### src/design/fsr_pkg.sv
// Package for the framed status receiver: payload limit, marker and
// character codes, parser phase type and prefix lookup.
// No dependencies.
package fsr_pkg;

  localparam int unsigned MaxPayload = 30;
  localparam int unsigned CntW       = $clog2(MaxPayload + 1);
  localparam int unsigned PrefixLen  = 3;

  localparam logic [7:0] StartMark = 8'h3C;
  localparam logic [7:0] EndMark   = 8'h3E;
  localparam logic [7:0] CharQ     = 8'h51;
  localparam logic [7:0] CharP     = 8'h50;
  localparam logic [7:0] CharA     = 8'h41;
  localparam logic [7:0] CharPlus  = 8'h2B;
  localparam logic [7:0] CharMinus = 8'h2D;
  localparam logic [7:0] CharZero  = 8'h30;
  localparam logic [7:0] CharNine  = 8'h39;
  localparam logic [7:0] CharSpace = 8'h20;
  localparam logic [7:0] CharTab   = 8'h09;
  localparam logic [7:0] CharCr    = 8'h0D;

  localparam logic [1:0] PlayMax = 2'd3;

  typedef logic [CntW-1:0] pcnt_t;

  typedef enum logic [1:0] {
    PhSkip,
    PhDigits,
    PhDone
  } num_phase_e;

  function automatic logic [7:0] prefix_char(input logic [1:0] pos);
    logic [7:0] c;
    case (pos)
      2'd0:    c = CharQ;
      2'd1:    c = CharP;
      default: c = CharA;
    endcase
    return c;
  endfunction

endpackage

### src/design/fsr_if.sv
// Handshake interfaces for the framed status receiver: byte input channel
// and status result channel.
// Depends on nothing.
interface fsr_byte_if;
  logic       valid;
  logic       ready;
  logic [7:0] rx_byte;

  modport source (output valid, output rx_byte, input ready);
  modport sink   (input valid, input rx_byte, output ready);
endinterface

interface fsr_status_if;
  logic       valid;
  logic       ready;
  logic [1:0] playing_count;
  logic       frame_closed;
  logic       status_report;

  modport source (output valid, output playing_count, output frame_closed,
                  output status_report, input ready);
  modport sink   (input valid, input playing_count, input frame_closed,
                  input status_report, output ready);
endinterface

### src/design/framed_status_receiver.sv
// Framed status receiver: parses '<'...'>' frames and tracks QPA play reports.
// Depends on fsr_pkg and the fsr_byte_if / fsr_status_if interfaces.
//
// Usage:
//   rx_i carries one received byte per transaction (valid/ready).
//   status_o returns exactly one result per accepted byte: the playing
//   counter after that byte, whether the byte closed a frame, and whether
//   the closed frame was a QPA report.
//   Path: a byte accepted on rx_i is held in the input register, passes
//   through the frame/parser update into the result register, and its
//   result is offered on status_o from there.
//   Throughput: one byte per cycle while status_o does not stall, set by
//   the frame/parser update between the input and result registers.
//   Reset (rst_ni low, asynchronous) clears the frame state, the parser and
//   the playing counter and empties both register stages.
//   When status_o stalls, the result register holds, the input register
//   still fills once, and rx_i.ready then drops until the result is taken.
module framed_status_receiver
  import fsr_pkg::*;
(
  input  logic         clk_i,
  input  logic         rst_ni,
  fsr_byte_if.sink     rx_i,
  fsr_status_if.source status_o
);

  logic       in_vld_q, in_vld_d;
  logic [7:0] byte_q;
  logic       res_vld_q, res_vld_d;
  logic       res_ready, adv, rx_take;

  logic       in_frame_q, in_frame_d;
  pcnt_t      cnt_q, cnt_d;
  logic [1:0] prefix_q, prefix_d;
  num_phase_e phase_q, phase_d;
  logic [7:0] value_q, value_d;
  logic [1:0] play_q, play_d;

  logic       closed, report;
  logic       is_digit, is_space, is_sign;

  logic [1:0] res_play_q;
  logic       res_closed_q, res_report_q;

  assign res_ready = !res_vld_q || status_o.ready;
  assign adv       = in_vld_q && res_ready;
  assign rx_i.ready = !in_vld_q || adv;
  assign rx_take   = rx_i.valid && rx_i.ready;

  assign in_vld_d  = rx_take ? 1'b1 : (adv ? 1'b0 : in_vld_q);
  assign res_vld_d = adv ? 1'b1 : (status_o.ready ? 1'b0 : res_vld_q);

  assign is_digit = (byte_q >= CharZero) && (byte_q <= CharNine);
  assign is_space = (byte_q == CharSpace) || ((byte_q >= CharTab) && (byte_q <= CharCr));
  assign is_sign  = (byte_q == CharPlus) || (byte_q == CharMinus);

  always_comb begin
    in_frame_d = in_frame_q;
    cnt_d      = cnt_q;
    prefix_d   = prefix_q;
    phase_d    = phase_q;
    value_d    = value_q;
    play_d     = play_q;
    closed     = 1'b0;
    report     = 1'b0;
    if (in_frame_q) begin
      if (byte_q == EndMark) begin
        closed = 1'b1;
        if (prefix_q == 2'(PrefixLen)) begin
          report = 1'b1;
          if (value_q != 8'd0) begin
            if (play_q != PlayMax) play_d = play_q + 2'd1;
          end else if (play_q != 2'd0) begin
            play_d = play_q - 2'd1;
          end
        end
        in_frame_d = 1'b0;
        cnt_d      = '0;
        prefix_d   = 2'd0;
        phase_d    = PhSkip;
        value_d    = 8'd0;
      end else if (cnt_q < CntW'(MaxPayload)) begin
        if (cnt_q < CntW'(PrefixLen)) begin
          if ((prefix_q == cnt_q[1:0]) && (byte_q == prefix_char(cnt_q[1:0]))) begin
            prefix_d = prefix_q + 2'd1;
          end
        end else if (phase_q != PhDone) begin
          if (is_digit) begin
            value_d = (value_q << 3) + (value_q << 1) + {4'd0, byte_q[3:0]};
            phase_d = PhDigits;
          end else if ((phase_q == PhSkip) && is_space) begin
            phase_d = PhSkip;
          end else if ((phase_q == PhSkip) && is_sign) begin
            phase_d = PhDigits;
          end else begin
            phase_d = PhDone;
          end
        end
        cnt_d = cnt_q + CntW'(1);
      end
    end else if (byte_q == StartMark) begin
      in_frame_d = 1'b1;
      cnt_d      = '0;
      prefix_d   = 2'd0;
      phase_d    = PhSkip;
      value_d    = 8'd0;
    end
  end

  always_ff @(posedge clk_i or negedge rst_ni) begin
    if (!rst_ni) begin
      in_vld_q   <= 1'b0;
      res_vld_q  <= 1'b0;
      in_frame_q <= 1'b0;
      cnt_q      <= '0;
      prefix_q   <= 2'd0;
      phase_q    <= PhSkip;
      value_q    <= 8'd0;
      play_q     <= 2'd0;
    end else begin
      in_vld_q  <= in_vld_d;
      res_vld_q <= res_vld_d;
      if (adv) begin
        in_frame_q <= in_frame_d;
        cnt_q      <= cnt_d;
        prefix_q   <= prefix_d;
        phase_q    <= phase_d;
        value_q    <= value_d;
        play_q     <= play_d;
      end
    end
  end

  always_ff @(posedge clk_i) begin
    if (rx_take) begin
      byte_q <= rx_i.rx_byte;
    end
    if (adv) begin
      res_play_q   <= play_d;
      res_closed_q <= closed;
      res_report_q <= report;
    end
  end

  assign status_o.valid         = res_vld_q;
  assign status_o.playing_count = res_play_q;
  assign status_o.frame_closed  = res_closed_q;
  assign status_o.status_report = res_report_q;

endmodule

### src/flat_wrapper.sv
// flat-port wrapper written by rule: the top's interface ports become plain ports
module framed_status_receiver_flat import fsr_pkg::*;
  (clk_i, rst_ni, rx_i_valid, rx_i_rx_byte, rx_i_ready, status_o_valid, status_o_playing_count, status_o_frame_closed, status_o_status_report, status_o_ready);
  fsr_byte_if rx_i_i ();
  fsr_status_if status_o_i ();
  input  logic clk_i;
  input  logic rst_ni;
  input wire logic [$bits(rx_i_i.valid)-1:0] rx_i_valid;
  input wire logic [$bits(rx_i_i.rx_byte)-1:0] rx_i_rx_byte;
  output wire logic [$bits(rx_i_i.ready)-1:0] rx_i_ready;
  output wire logic [$bits(status_o_i.valid)-1:0] status_o_valid;
  output wire logic [$bits(status_o_i.playing_count)-1:0] status_o_playing_count;
  output wire logic [$bits(status_o_i.frame_closed)-1:0] status_o_frame_closed;
  output wire logic [$bits(status_o_i.status_report)-1:0] status_o_status_report;
  input wire logic [$bits(status_o_i.ready)-1:0] status_o_ready;
  assign rx_i_i.valid = rx_i_valid;
  assign rx_i_i.rx_byte = rx_i_rx_byte;
  assign rx_i_ready = rx_i_i.ready;
  assign status_o_valid = status_o_i.valid;
  assign status_o_playing_count = status_o_i.playing_count;
  assign status_o_frame_closed = status_o_i.frame_closed;
  assign status_o_status_report = status_o_i.status_report;
  assign status_o_i.ready = status_o_ready;
  framed_status_receiver u_core (.clk_i(clk_i), .rst_ni(rst_ni), .rx_i(rx_i_i), .status_o(status_o_i));
endmodule
### config.mk
export PLATFORM = sky130hd
export DESIGN_NAME = framed_status_receiver_flat
export DESIGN_NICKNAME = d
export VERILOG_FILES = /design/src/design/fsr_pkg.sv /design/src/design/fsr_if.sv /design/src/design/framed_status_receiver.sv /design/src/flat_wrapper.sv
export SDC_FILE = /design/constraint.sdc
export NUM_CORES = 1
export LEC_CHECK = 0
export BUFFER_PORTS_ARGS = -buffer_cell sky130_fd_sc_hd__buf_2
export CORE_ASPECT_RATIO = 1.25
export CORE_MARGIN = 10
export CORE_UTILIZATION = 50
export DETAILED_ROUTE_END_ITERATION = 6
export GPL_ROUTABILITY_DRIVEN = 0
export PLACE_DENSITY = 0.71
export SLEW_MARGIN = 20
export SYNTH_ARGS = -nofsm -noshare
export SYNTH_HDL_FRONTEND = slang
export SYNTH_SLANG_ARGS = --single-unit
export TNS_END_PERCENT = 30
### constraint.sdc
create_clock -name clk_i -period 7.11 [get_ports clk_i]
set_input_delay 2.133 -clock clk_i [delete_from_list [all_inputs] [get_ports clk_i]]
set_output_delay 2.133 -clock clk_i [all_outputs]
set_load 0.01 [all_outputs]
==> impl_results.md <==
- CTS Sinks: 34
- Core Util, Final: 57.0%
- CP Max Fanout: 3
- First-pass GRT wire length: 7070 um
- Fmax: 0.212 GHz
- Resized Gates After CTS: 0
- Async SR Flop Fraction: 64.7%
- Maxcap violations: 0
- Inserted Diodes: 0
- Final slew viol count: 0
- Vias in the first global route: 1573
- Final setup margin: 2400 ps
- Sw power: 194 uW
- Area of the multi-input gates: 0.00113 mm^2
- Post-synthesis sequential element count: 34
- Synth Instances: 214
- HP Class: reg -> reg
- All-layer global routing usage: 11.9%
- Share of the synthesized area in the top cell type: 25.7%
- Gr busiest metal: met2
- Pre-CTS WS: 2410 ps
- Die ar.: 0.00731 mm^2
- CP peak stage delay: 180 ps
- Number of nets in the layout: 260
- Hold slack: 497 ps
- Yosys warns: 0
- Slowest cell on the critical path: nand3b_1
- TritonCTS clock tree: built
- Mapped Avg Cell Area: 9.99 um^2
- Largest area contributor in the netlist: dfrtp_1
- Synth cell types: 45
- Met3 usage: 3.93%
- Chip width: 78.5 um
- Max VDD drop: 0.118 mV
- Number of enable flip-flop cells after synthesis: 12
- Post-Layout Inst Area: 0.00234 mm^2
- Setup TNS: 0 ps
- Synth Net Count: 243
- Final WL: 4060 um
- Clk root buf: clkbuf_8
- # rows: 26
- Seq/Total Area, Yosys: 42.6%
- Share of cells above drive strength 1: 12.1%
- Int Power: 371 uW
- Placed inst area: 0.00225 mm^2
- Max-slew headroom: 33.2%
- Final Power: 564 uW
- Via density: 5.61
- # H-tree levels: 2
- Initial cell density of the core: 52.2%
- Fin crit share: 66.2%
- Drt drc: 0
- Post-synthesis cell area: 0.00214 mm^2
- Clock power share: 24.2%
- I/O Pins: 18
- Drt first pass iters: 4
- First DRT Iteration DRCs: 60
- Tmin final: 4710 ps
- Antenna Violating Nets Remaining: 0
- Crit path cell chain: buf_2 > nand3b_1 > buf_2
- Worst slew pin tran: 1000 ps
- Comb pwr share: 32.1%
- PwrDens: 242 mW/mm^2
- Final setup viols: 0
- Clk pin slew, worst setup/hold paths: 70 ps
- Crit start category: input port
- Seq pwr share: 43.7%
- Wire per inst: 14.1 um
- Status: completed
- Total number of vias: 1615
- CTS buffer count: 5
- Chip Height: 93.1 um
- Switching share of power: 34.3%
- Leak: 1.02 nW
- Gr ovfl total: 0
- Crit path arrival time: 2570 ps
- Global Route met1 Usage: 13.8%
- Top cells by count, synth: 22 x dfrtp_1, 19 x nand2_1, 16 x inv_1, 16 x nor2_1, 15 x ha_1
- Met2 usage: 19.8%
- Final Non-Filler Cells: 288
- Synth area leaders: dfrtp_1 26%, edfxtp_1 17%, ha_1 8.8%
- Post-DP HPWL: 3140 um
- Worst setup EP type: primary output
- Largest net degree at the start of global routing: 23
- Cts hold-fix bufs: 0
- Post-CTS setup buffers: 0
- Placeable Area: 0.00410 mm^2
- DP Cell Count: 280
- Critical path class: in -> out
- Fillcell total: 373
- PortBufs: 17
- Unrepaired setup endpoints after global routing: no
- Most common cell in the synthesized netlist: dfrtp_1
- Synth-to-layout area growth: 9.25%
- Initial antenna violation count: 0
- Top FF cell, synth: dfrtp_1
- CP dominant cell by count: buf_2
- Clock Skew: 7.84 ps
- Worst Path Required: 4980 ps
- Final Hold Fails: 0
- Register area: 911 um^2
- Clock latency at the later pin of the worst-skew pair: 290 ps
- Bufs on Longest Clock Path: 2
==> cells by family after synthesis <==
kind of cell             after synthesis  share of synthesized area, %
adder cells (fa/ha/maj)               17                          10.6
flip-flops                            34                          42.6
multiplexers                          10                          5.68
AO/OA/AOI/OAI                         41                          13.1
XOR/XNOR                              11                          4.51
AND/OR/NAND/NOR                       78                          18.8
buffers and inverters                 23                          4.62
==> routing by layer <==
| layer | vias up | part of all wire, % |
|---|---|---|
| met5 | - | 0 |
| met4 | 0 | 2.1 |
| met3 | 10 | 4.8 |
| met2 | 39 | 49 |
| met1 | 762 | 44 |
| li1 | 804 | - |
==> worst max-delay path: cells and delay by family <==
family	cells	cell delay (ps)
simple gates	1	180
buf+inv	2	260
==> final timing paths <==
check	startpoint	end	slack, ps	cells past startpoint
max in group asynchronous	rst_ni	u_core.phase_q[0]	4940	1
min in group asynchronous	rst_ni	u_core.value_q[3]	1810	1
hold reg to reg	u_core.in_vld_q	u_core.status_o.valid	500	1
hold / removal	u_core.in_vld_q	u_core.status_o.valid	500	1
setup reg to reg	u_core.byte_q[7]	u_core.value_q[6]	4370	5
setup / recovery	status_o_ready	rx_i_ready	2400	3
==> sequential cells by signal, indices dropped and copies added (netlist names) <==
signal	flops
u_core.status_o.status_report	1
u_core.status_o.playing_count	2
u_core.play_q	2
u_core.status_o.valid	1
u_core.phase_q	2
u_core.value_q	8
u_core.in_frame_q	1
u_core.status_o.frame_closed	1
u_core.in_vld_q	1
u_core.prefix_q	2
u_core.byte_q	8
u_core.cnt_q	5
==> cell type report <==
class | instances | area share, %
inverter | 16 | 2.57
sequential | 34 | 39.0
clock buffer | 6 | 3.11
tap | 56 | 3.00
clock inverter | 2 | 0.375
multi-input combinational | 157 | 48.3
timing repair buffer | 17 | 3.64
==> power groups by stage <==
stage               Sequential [mW]  Combinational, mW  Clock [mW]
CTS                           0.247              0.184       0.140
global placement              0.251              0.179           0
floorplan                     0.243              0.150           0
finish                        0.247              0.181       0.137
detailed placement            0.251              0.184           0
global route                  0.250              0.213       0.151
==> cells in the final DEF, fill, tap and decap left out, drive strengths merged, types with 5 or more instances in the layout <==
| cell type | netlist | final |
|---|---|---|
| inv | 16 | 16 |
| dfrtp | 22 | 22 |
| nor3 | 10 | 10 |
| mux2i | 5 | 5 |
| clkbuf | 2 | 6 |
| nor2 | 16 | 16 |
| a21oi | 9 | 9 |
| a211oi | 5 | 5 |
| xnor2 | 9 | 9 |
| buf | 5 | 17 |
| ha | 15 | 15 |
| o21ai | 6 | 6 |
| edfxtp | 12 | 12 |
| nand2 | 19 | 19 |
| nand4 | 5 | 5 |
| a21o | 5 | 5 |
| nand2b | 5 | 5 |
| mux2 | 5 | 5 |
Note: power is estimated with default switching activity, not from simulation.
